## config.mk

```make
export PLATFORM = sky130hd
export DESIGN_NAME = drpe_mul
export DESIGN_NICKNAME = d
export VERILOG_FILES = /design/src/rtl/core/dead_reckoning_pose_error_core_macros.svh /design/src/rtl/core/drpe_pkg.sv /design/src/rtl/core/drpe_mul.sv
export SDC_FILE = /design/constraint.sdc
export NUM_CORES = 2
export LEC_CHECK = 0
export BUFFER_PORTS_ARGS = -buffer_cell sky130_fd_sc_hd__buf_4
export CORE_ASPECT_RATIO = 0.75
export CORE_UTILIZATION = 40
export DETAILED_ROUTE_END_ITERATION = 16
export PLACE_DENSITY = 0.6
export RECOVER_POWER = 50
export REMOVE_ABC_BUFFERS = 1
export SYNTH_ARGS = -nofsm -noshare
export SYNTH_HDL_FRONTEND = slang
export SYNTH_SLANG_ARGS = --single-unit
```

## constraint.sdc

```tcl
create_clock -name i_clk -period 19.6 [get_ports i_clk]
set_input_delay 1.96 -clock i_clk [delete_from_list [all_inputs] [get_ports i_clk]]
set_output_delay 1.96 -clock i_clk [all_outputs]
set_load 0.02 [all_outputs]
```

## src/rtl/core/dead_reckoning_pose_error_core_macros.svh

```systemverilog
// Assertion macros shared by the dead-reckoning pose error core.
`ifndef DEAD_RECKONING_POSE_ERROR_CORE_MACROS_SVH
`define DEAD_RECKONING_POSE_ERROR_CORE_MACROS_SVH

// Same-cycle implication, sampled on i_clk and disabled while i_rst_n is low.
`define DRPE_ASSERT_NOW(lbl, ante, cons, msg) \
    lbl: assert property (@(posedge i_clk) disable iff (!i_rst_n) (ante) |-> (cons)) \
        else $error(msg);

// Next-cycle implication, sampled on i_clk and disabled while i_rst_n is low.
`define DRPE_ASSERT_NEXT(lbl, ante, cons, msg) \
    lbl: assert property (@(posedge i_clk) disable iff (!i_rst_n) (ante) |=> (cons)) \
        else $error(msg);

`endif

```

## src/rtl/core/drpe_pkg.sv

```systemverilog
// Shared constants, types and the arctangent lookup for the pose error core.
package drpe_pkg;

    localparam int DATA_W          = 32;
    localparam int ANGLE_W         = 16;
    localparam int CFG_INDEX_W     = 8;
    localparam int ATAN_TABLE_SIZE = 24;
    localparam int ATAN_IDX_W      = $clog2(ATAN_TABLE_SIZE);
    localparam int CORDIC_STEPS_DEF = 16;

    localparam logic [DATA_W-1:0] CORDIC_GAIN_Q30 = 32'd652032874;
    localparam logic [DATA_W-1:0] SPEED_RESET     = 32'd19661;
    localparam logic [DATA_W-1:0] TURN_RESET      = 32'd341782626;

    localparam logic [CFG_INDEX_W-1:0] REG_LINEAR_SPEED = 8'd0;
    localparam logic [CFG_INDEX_W-1:0] REG_TURN_RATE    = 8'd1;

    typedef struct packed {
        logic                     done;
        logic signed [DATA_W-1:0] cos_q30;
        logic signed [DATA_W-1:0] sin_q30;
    } t_cordic_out;

    typedef struct packed {
        logic              done;
        logic [DATA_W-1:0] root;
    } t_sqrt_out;

    // Arctangent of 2^-idx as a 32-bit binary angle.
    function automatic logic [DATA_W-1:0] atan_angle(input logic [ATAN_IDX_W-1:0] idx);
        logic [DATA_W-1:0] val;
        case (idx)
            5'd0:    val = 32'h2000_0000;
            5'd1:    val = 32'h12E4_051E;
            5'd2:    val = 32'h09FB_385B;
            5'd3:    val = 32'h0511_11D4;
            5'd4:    val = 32'h028B_0D43;
            5'd5:    val = 32'h0145_D7E1;
            5'd6:    val = 32'h00A2_F61E;
            5'd7:    val = 32'h0051_7C55;
            5'd8:    val = 32'h0028_BE53;
            5'd9:    val = 32'h0014_5F2F;
            5'd10:   val = 32'h000A_2F98;
            5'd11:   val = 32'h0005_17CC;
            5'd12:   val = 32'h0002_8BE6;
            5'd13:   val = 32'h0001_45F3;
            5'd14:   val = 32'h0000_A2FA;
            5'd15:   val = 32'h0000_517D;
            5'd16:   val = 32'h0000_28BE;
            5'd17:   val = 32'h0000_145F;
            5'd18:   val = 32'h0000_0A30;
            5'd19:   val = 32'h0000_0518;
            5'd20:   val = 32'h0000_028C;
            5'd21:   val = 32'h0000_0146;
            5'd22:   val = 32'h0000_00A3;
            5'd23:   val = 32'h0000_0051;
            default: val = '0;
        endcase
        return val;
    endfunction

endpackage

```

## src/rtl/core/drpe_mul.sv

```systemverilog
// Shared unsigned 32x32 multiplier with a registered product.
module drpe_mul
    import drpe_pkg::*;
(
    input  logic                  i_clk,
    input  logic [DATA_W-1:0]     i_a,
    input  logic [DATA_W-1:0]     i_b,
    output logic [2*DATA_W-1:0]   o_prod
);

    logic [2*DATA_W-1:0] r_prod;

    always_ff @(posedge i_clk) begin
        r_prod <= {{DATA_W{1'b0}}, i_a} * {{DATA_W{1'b0}}, i_b};
    end

    assign o_prod = r_prod;

endmodule

```

==> impl_results.md <==
- Status: complete, but fails checks
- Failing checks: DRC, capacitance limit, slew limit
- Final #Nets: between 4000 and 5000
- Final hold vios: 0
- CTS tree: built
- Crit path cell chain: clkbuf_1 > nand2_1 > fa_1 > fa_1 > inv_1 > fa_1 > fa_1 > fa_1 > fa_1 > fa_1 > fa_1 > ha_1 > nand4_1 > or4_1 > or3_1 > a31oi_1 > a31o_2 > a211oi_1 > o21ai_1 > xor2_1
- Vias per cell: 5.06
- Post-route DRC: 2
- Post-CTS setup repair buffer count: 0
- I/O Buffers: between 100 and 150
- Root buffer cell: clkbuf_16
- Area of the multi-input gates: 29300 um2
- Area contributors post-synth: fa_1 52%, and2_1 11%, ha_1 9.5%
- Setup crit start: i_a[0]
- Layout fillers: 8657
- Minimum clock period: 10.27 ns
- Tcrit/Tclk final: 0.524
- DRT iter0 DRCs: 1876
- CTS clk-pin slew, worst paths: 0.07 ns
- Crit Path Max Fanout: 32
- CP Data Arrival Time: ~11 ns
- Largest net degree at the start of global routing: 33
- Hold_sp: i_b[0]
- WS Path Type: in -> reg
- Synth Register Bits: 64
- Dpl ws: 9.75 ns
- ANT cells: 0
- RSZ-0062 raised after global routing: no
- Layout cells sized above 1: 0.0270
- IO Pins: approximately 130
- CORE AREA: 85900 um2
- Die area: between 80000 and 90000 um2
- Total gr overflow: 0
- Family with the most delay on the worst path: adder cells
- Synthesis-to-layout area growth: 4.83%
- WL final: 100 mm
- Crit path buf inv count: 2
- Cell variety after synth: 57
- DR pass1 iterations: 11
- Synth Flop Type: dfxtp_1
- Die Wd: 342 um
- Slowest cell on the critical path: clkbuf_1
- Clk buf depth: 2
- Slowest cell delay on critical path: roughly 1.4 ns
- Initial antenna violation count: 2
- Syn Inst Count: 3748
- Slew headroom: -0.337
- Post-synth ARST share: 0
- PostCTS Resize Cnt: 0
- Placer Congestion: just over 0.9
- H-tree depth: 3
- Max-cap viol count: 1
- Sink Count: 64
- Worst Hold End: o_prod[0]
- EDFF count, synth: 0
- Yosys warnings: 0
- Max-slew violations: 33
- HP Class: in -> reg
- Final setup TNS: 0 ns
- Sequential area share after synthesis: 0.0369
- Yosys top cell by area: fa_1
- Antenna Nets Post-Route: 0
- F_max: 97.3 MHz
- Top cell by count, worst path: fa_1
- # rows: 93
- Hold Path Cell Cnt: 2
- Max reg flops: 64
- Setup slack after layout: 9.33 ns
- Synth Cell Area: 34700 um2
- First-pass GRT wire length: 159 mm
- # setup viols final: 0
- Register Area: 1280 um2
- Die Height: 257 um
- Vias in the first global route: around 26000
- Area fraction of the dominant cell type after synthesis: 0.517
- All-layer global routing usage: 0.240
- Worst setup SP type: input port
- Initial Utilization: 0.404
- Tightest Pin Transition: 2.01 ns
- Detailed Place HPWL: slightly below 80 mm
- Worst EP required: 19.90 ns
- Total CTS buffers: 9
- Via count: 24400
- Critical Path Sink Type: flop
- Synthesized area per cell: 9.25 um2
- Routed len/inst: 20.8 um
- Hold-fix buffers, CTS: 0
[cells in the mapped netlist, types with 12 or more instances]
cell type,number
nor2_1,20
nand4_1,23
and3_1,14
a21o_1,40
o21ai_0,21
dfxtp_1,64
a31oi_1,12
a21oi_1,63
nand2_1,480
ha_1,263
and2_1,602
xnor2_1,35
clkbuf_1,213
xor2_1,25
fa_1,896
inv_1,865
[worst max-delay path by stage]
stage | end | depth (start not counted)
final | o_prod[62] | 20
after global routing | o_prod[62] | 20
after CTS | o_prod[62] | 25
after detailed placement | o_prod[62] | 25
after global placement | o_prod[62] | 25
after floorplan | o_prod[62] | 22
[final cells by class]
type,count,share of cell area
clock inverters,7,0.00344
inverters,865,0.0893
well taps,1140,0.0392
flip-flops and latches,64,0.0352
repair buffers,129,0.0201
clock buffers,9,0.00620
multi-input cells,2599,0.806
[kinds of logic (layout without fill, tap and decap cells)]
| family | Yosys count | count (layout) | synth area share |
|---|---|---|---|
| muxes | 1 | 1 | 0.000289 |
| adders and majority gates | 1159 | 1159 | 0.612 |
| xor gates and xnor gates | 60 | 60 | 0.0152 |
| and+or+nand+nor | 1177 | 1177 | 0.176 |
| DFF | 64 | 64 | 0.0369 |
| AOI/OAI and AO/OA | 202 | 202 | 0.0415 |
| buffers and inverters | 1085 | 1010 | 0.118 |
[cell usage in the layout, fill, tap and decap left out, types with 4 or more instances in the layout]
| cell type | netlist | layout |
|---|---|---|
| nor2_1 | 20 | 20 |
| a21oi_1 | 63 | 63 |
| a31oi_1 | 12 | 12 |
| nand4_1 | 23 | 23 |
| buf_4 | 0 | 66 |
| o21ai_0 | 21 | 21 |
| a21o_1 | 40 | 40 |
| o21a_1 | 9 | 9 |
| nor3_1 | 7 | 7 |
| clkbuf_1 | 213 | 63 |
| and3_1 | 14 | 14 |
| and2_1 | 602 | 601 |
| o21ai_1 | 5 | 5 |
| dfxtp_1 | 64 | 64 |
| a221o_1 | 4 | 4 |
| o21bai_1 | 10 | 10 |
| nand2_1 | 480 | 480 |
| nand3_1 | 10 | 10 |
| fa_1 | 896 | 896 |
| inv_1 | 865 | 865 |
| xor2_1 | 25 | 25 |
| ha_1 | 263 | 263 |
| clkbuf_16 | 0 | 9 |
| xnor2_1 | 35 | 35 |
[through the flow]
step | util | hold slack, ns | cells | area (um2)
after floorplan | - | 2.08 | 3528 | 33800
final | 0.423 | 2.13 | 4813 | 36400
after global placement | 0.422 | 2.37 | 4797 | 36200
after CTS | 0.426 | 2.10 | 4813 | 36600
after detailed placement | 0.422 | 2.37 | 4797 | 36200
after global routing | 0.423 | 2.13 | 4813 | 36400
[per-layer routing]
metal  global-route usage  vias up  part of all wire
li1                     -    10700                 -
met1                0.370    12600              0.48
met2                0.322      996              0.39
met4               0.0453        0             0.015
met3               0.0800       74              0.11
met5                    0        -                 0
Power is not shown: default switching activity piles up to over one toggle a cycle in this logic, so the estimate is an artifact.
