### src/rtl/core/dead_reckoning_pose_error_core_macros.svh
// Assertion macros shared by the dead-reckoning pose error core.
`ifndef DEAD_RECKONING_POSE_ERROR_CORE_MACROS_SVH
`define DEAD_RECKONING_POSE_ERROR_CORE_MACROS_SVH

// Same-cycle implication, sampled on i_clk and disabled while i_rst_n is low.
`define DRPE_ASSERT_NOW(lbl, ante, cons, msg) \
    lbl: assert property (@(posedge i_clk) disable iff (!i_rst_n) (ante) |-> (cons)) \
        else $error(msg);

// Next-cycle implication, sampled on i_clk and disabled while i_rst_n is low.
`define DRPE_ASSERT_NEXT(lbl, ante, cons, msg) \
    lbl: assert property (@(posedge i_clk) disable iff (!i_rst_n) (ante) |=> (cons)) \
        else $error(msg);

`endif

### src/rtl/core/drpe_pkg.sv
// Shared constants, types and the arctangent lookup for the pose error core.
package drpe_pkg;

    localparam int DATA_W          = 32;
    localparam int ANGLE_W         = 16;
    localparam int CFG_INDEX_W     = 8;
    localparam int ATAN_TABLE_SIZE = 24;
    localparam int ATAN_IDX_W      = $clog2(ATAN_TABLE_SIZE);
    localparam int CORDIC_STEPS_DEF = 16;

    localparam logic [DATA_W-1:0] CORDIC_GAIN_Q30 = 32'd652032874;
    localparam logic [DATA_W-1:0] SPEED_RESET     = 32'd19661;
    localparam logic [DATA_W-1:0] TURN_RESET      = 32'd341782626;

    localparam logic [CFG_INDEX_W-1:0] REG_LINEAR_SPEED = 8'd0;
    localparam logic [CFG_INDEX_W-1:0] REG_TURN_RATE    = 8'd1;

    typedef struct packed {
        logic                     done;
        logic signed [DATA_W-1:0] cos_q30;
        logic signed [DATA_W-1:0] sin_q30;
    } t_cordic_out;

    typedef struct packed {
        logic              done;
        logic [DATA_W-1:0] root;
    } t_sqrt_out;

    // Arctangent of 2^-idx as a 32-bit binary angle.
    function automatic logic [DATA_W-1:0] atan_angle(input logic [ATAN_IDX_W-1:0] idx);
        logic [DATA_W-1:0] val;
        case (idx)
            5'd0:    val = 32'h2000_0000;
            5'd1:    val = 32'h12E4_051E;
            5'd2:    val = 32'h09FB_385B;
            5'd3:    val = 32'h0511_11D4;
            5'd4:    val = 32'h028B_0D43;
            5'd5:    val = 32'h0145_D7E1;
            5'd6:    val = 32'h00A2_F61E;
            5'd7:    val = 32'h0051_7C55;
            5'd8:    val = 32'h0028_BE53;
            5'd9:    val = 32'h0014_5F2F;
            5'd10:   val = 32'h000A_2F98;
            5'd11:   val = 32'h0005_17CC;
            5'd12:   val = 32'h0002_8BE6;
            5'd13:   val = 32'h0001_45F3;
            5'd14:   val = 32'h0000_A2FA;
            5'd15:   val = 32'h0000_517D;
            5'd16:   val = 32'h0000_28BE;
            5'd17:   val = 32'h0000_145F;
            5'd18:   val = 32'h0000_0A30;
            5'd19:   val = 32'h0000_0518;
            5'd20:   val = 32'h0000_028C;
            5'd21:   val = 32'h0000_0146;
            5'd22:   val = 32'h0000_00A3;
            5'd23:   val = 32'h0000_0051;
            default: val = '0;
        endcase
        return val;
    endfunction

endpackage

### src/rtl/core/drpe_sqrt.sv
// Bit-serial integer square root of a 64-bit value, one result bit per cycle.
module drpe_sqrt
    import drpe_pkg::*;
(
    input  logic                i_clk,
    input  logic                i_rst_n,
    input  logic                i_start,
    input  logic [2*DATA_W-1:0] i_value,
    output t_sqrt_out           o_res
);

    localparam int VW = 2 * DATA_W;

    logic [VW-1:0] r_rem, r_res, r_place, trial;
    logic          r_busy, r_done;

    assign trial = r_res + r_place;

    always_ff @(posedge i_clk) begin
        if (!i_rst_n) begin
            r_busy <= 1'b0;
            r_done <= 1'b0;
        end else if (i_start) begin
            r_busy <= 1'b1;
            r_done <= 1'b0;
        end else if (r_busy && r_place[0]) begin
            r_busy <= 1'b0;
            r_done <= 1'b1;
        end else begin
            r_done <= 1'b0;
        end
    end

    always_ff @(posedge i_clk) begin
        if (i_start) begin
            r_rem   <= i_value;
            r_res   <= '0;
            r_place <= {2'b01, {(VW-2){1'b0}}};
        end else if (r_busy) begin
            if (r_rem >= trial) begin
                r_rem <= r_rem - trial;
                r_res <= (r_res >> 1) + r_place;
            end else begin
                r_res <= r_res >> 1;
            end
            r_place <= r_place >> 2;
        end
    end

    assign o_res.done = r_done;
    assign o_res.root = r_res[DATA_W-1:0];

endmodule

### config.mk
export PLATFORM = sky130hd
export DESIGN_NAME = drpe_sqrt
export DESIGN_NICKNAME = d
export VERILOG_FILES = /design/src/rtl/core/dead_reckoning_pose_error_core_macros.svh /design/src/rtl/core/drpe_pkg.sv /design/src/rtl/core/drpe_sqrt.sv
export SDC_FILE = /design/constraint.sdc
export NUM_CORES = 1
export LEC_CHECK = 0
export ABC_AREA = 0
export ABC_CLOCK_PERIOD_IN_PS = 15100
export BUFFER_PORTS_ARGS = -buffer_cell sky130_fd_sc_hd__buf_4
export CAP_MARGIN = 20
export CORE_ASPECT_RATIO = 1.5
export CORE_UTILIZATION = 40
export CTS_CLUSTER_DIAMETER = 150
export DETAILED_ROUTE_END_ITERATION = 10
export PLACE_DENSITY = 0.56
export SYNTH_ARGS = -nofsm -noshare
export SYNTH_HDL_FRONTEND = slang
export SYNTH_SLANG_ARGS = --single-unit
### constraint.sdc
create_clock -name i_clk -period 15.1 [get_ports i_clk]
set_input_delay 0 -clock i_clk [delete_from_list [all_inputs] [get_ports i_clk]]
set_output_delay 0 -clock i_clk [all_outputs]
set_load 0.1 [all_outputs]
==> results.cfg <==
[yosys]
synth_most_common_cell = nand2_1
synth_area_leaders = dfxtp_1 13%, edfxtp_1 13%, ha_1 11%, o21ai_0 5.6%, nand2_1 4.9%
async_reset_ff_share_pct = 0
synth.net_count = 2084
ys_seq_area_share_pct = 26.0
synthDistinctLibCells = 82
synth_area_leader_cell = dfxtp_1
syn_area_mm2 = 0.0150
yosys_most_used_dff = dfxtp_1
syn_inst = 1886
synth_common_cells = 197 x nand2_1, 176 x nor2_1, 167 x o21ai_0
synth_edf_count = 64
yosysTopAreaCellShare_pct = 13.1
syn_area_per_cell_um2 = 7.93
yosysWarnings = 0
synth_seq_cells = 162

[cells_and_area]
antennaDiodeCount = 0
fillers = 3769
synthToLayoutAreaGrowth_pct = 12.8
nets = 2127
final_core_util_pct = 45.8
final_area_mm2 = 0.0169
seqCellArea_mm2 = 0.00389
multiInputGateArea_mm2 = 0.0102
layout-drive-gt1-share_pct = 9.78

[critical_path]
crit_buf_inv = 1
critPathRequiredTime_ns = 15.20
cpPeakStageDelay_ns = 0.74
startpoint_type = register
crit_top_cell = nor2_1
crit_chain = ha_1 -> a31oi_1 -> o21bai_1 -> a211oi_2 -> o21bai_2 -> o41ai_1 -> a31o_2 -> o31ai_1 -> a21oi_1 -> nor2_1 -> nor2_1 -> xor2_1 -> ha_1 -> nand4_1 -> nor2_1 -> o21ai_0 -> o21ai_0 -> a21oi_1 -> o31a_2 -> nor2_1 -> or2_2 -> buf_4
cp.arrival_ns = 7.26
path_class = register to register
cp_slowest_cell = or2_2
path_delay_family = compound AO/OA/AOI/OAI gates
crit_fanout = 33
endpoint_kind = register

[placed_design]
place_congestion = 0.893
place_hpwl_um = 33300
postPlaceCellArea_mm2 = 0.0156
pre_cts_ws_ns = 7.98
portBuffers = 99

[sta]
final_hold_viol_count = 0
finClkSkew_ns = 0.0143
finalWorstPathRequiredPeriod_ns = 7.16
setup_ws_ns = 7.94
maxSlewViolCount = 0
finalSetupViolations = 0
finalCritPeriodShare_pct = 47.4
finalSetupTns_ns = 0
slew-limit-headroom_pct = 34.4
rsz0062_at_grt = false
fmax_mhz = 140
tightest_slew_ns = 0.977

[floorplan]
pin_count = 100
fp.dieW_um = 160
dieArea_mm2 = 0.0382
num_rows = 86
core_mm2 = 0.0368
die_h_um = 239
initial_core_util_pct = 40.7

[grt]
grt_pass1_wl_um = 70500
grt-ovfl-total = 0
groute.usage.overall_pct = 23.0
grt_max_degree = 93
grt_pass1_vias = 13600
antenna_found_initial = 0

[clock_tree]
htreeDepth = 4
clockBufferDepth = 2
clock_latency_ns = 0.46
cts_tree = built
cts_sinks = 162
cts_inserted_buffers = 17
clockRootBuffer = clkbuf_16
path_clk_slew_ns = 0.07
cts_resized = 0

[status]
status = completed

[drt]
drtIter0Drc = 688
ant_nets = 0
wl_per_cell_um = 18.0
vias = 13900
drt-pass1-iter-count = 5
vias_per_cell = 5.75
routed_wl_um = 43600
drcViolationCount = 0

[power]
power_density_mw_per_mm2 = 139
leakagePower_nw = 6.56
vdd_ir_drop_max_mv = 0.0722

[run]
cap_violations = 0

[min_path]
hold_path_class = input pin to register
-- worst reg2reg max path, delay by kind of cell, from the launching register on --
family / cells / cell delay, ns
AOI/OAI and AO/OA: 12 / 3.40
and+or+nand+nor: 6 / 1.54
adders and majority gates: 2 / 0.76
buffers and inverters: 1 / 0.54
DFF: 1 / 0.42
xor gates and xnor gates: 1 / 0.09
-- cell families (layout without fill, tap and decap cells) --
group	count (synthesis)	count (layout)	synth area share (%)
AOI/OAI and AO/OA	631	631	27.3
and+or+nand+nor	573	573	17.7
buffers and inverters	191	247	5.94
DFF	162	162	26.0
xor gates and xnor gates	148	148	8.66
adders and majority gates	131	131	11.0
muxes	50	50	3.39
-- final cells by class --
class	count	area share (%)
inverter	44	0.979
clock inverter	13	0.675
timing repair buffer	171	8.61
sequential	162	23.0
multi-input combinational	1533	60.4
tap	484	3.59
clock buffer	19	2.69
-- path summary, 6_finish.rpt --
kind / from / to / slack (ns) / depth (start not counted)
max: r_res[2] / r_rem[37] / 7.94 / 22
min: i_rst_n / r_busy / 0.31 / 3
min reg2reg: r_place[0] / r_done / 0.49 / 2
max reg2reg: r_res[2] / r_rem[37] / 7.94 / 22
-- power breakdown --
part           internal (mW)  total [mW]  switching [mW]
combinational          0.475        1.25           0.778
sequential             0.568       0.645          0.0771
clock                  0.227       0.442           0.215
total                   1.27        2.34            1.07
-- per-layer routing --
| metal | GRT usage [%] | wire length (um) | vias up |
|---|---|---|---|
| met1 | 25.6 | 18000 | 6608 |
| li1 | - | - | 7003 |
| met4 | 9.55 | 1380 | 0 |
| met2 | 43.7 | 23000 | 259 |
| met3 | 2.60 | 1200 | 71 |
| met5 | 0 | 0 | - |
-- cells in the final DEF, fill, tap and decap left out, drive strengths merged, types with 14 or more instances in the layout --
| cell type | count |
|---|---|
| a211oi | 45 |
| a21o | 59 |
| a21oi | 131 |
| a221oi | 14 |
| a311oi | 17 |
| a31o | 19 |
| a31oi | 55 |
| buf | 105 |
| clkbuf | 19 |
| dfxtp | 98 |
| dlygate4sd3 | 66 |
| edfxtp | 64 |
| ha | 130 |
| inv | 52 |
| mux2i | 45 |
| nand2 | 198 |
| nand2b | 14 |
| nand3 | 23 |
| nand4 | 48 |
| nor2 | 176 |
| nor2b | 21 |
| nor3 | 23 |
| o21ai | 184 |
| o21bai | 30 |
| or3 | 22 |
| xnor2 | 72 |
| xor2 | 76 |
-- state kept, by name (all words and copies together) (netlist names) --
register	count
r_rem	64
r_res	64
r_busy	1
r_place	32
r_done	1
-- metrics by stage --
step                      total power, mW  hold WS (ns)  instances
after floorplan                      1.59         0.118       1886
after global placement               1.88         0.217       2328
after detailed placement             1.89         0.217       2328
after CTS                            2.35         0.289       2426
after global routing                 2.51         0.305       2426
final                                2.34         0.309       2426
-- timing repair --
action                    CTS  global route
hold buffers               66             0
setup buffers               0             0
hold endpoints to repair   71             0
No activity file was read; power rests on OpenSTA's default activity.
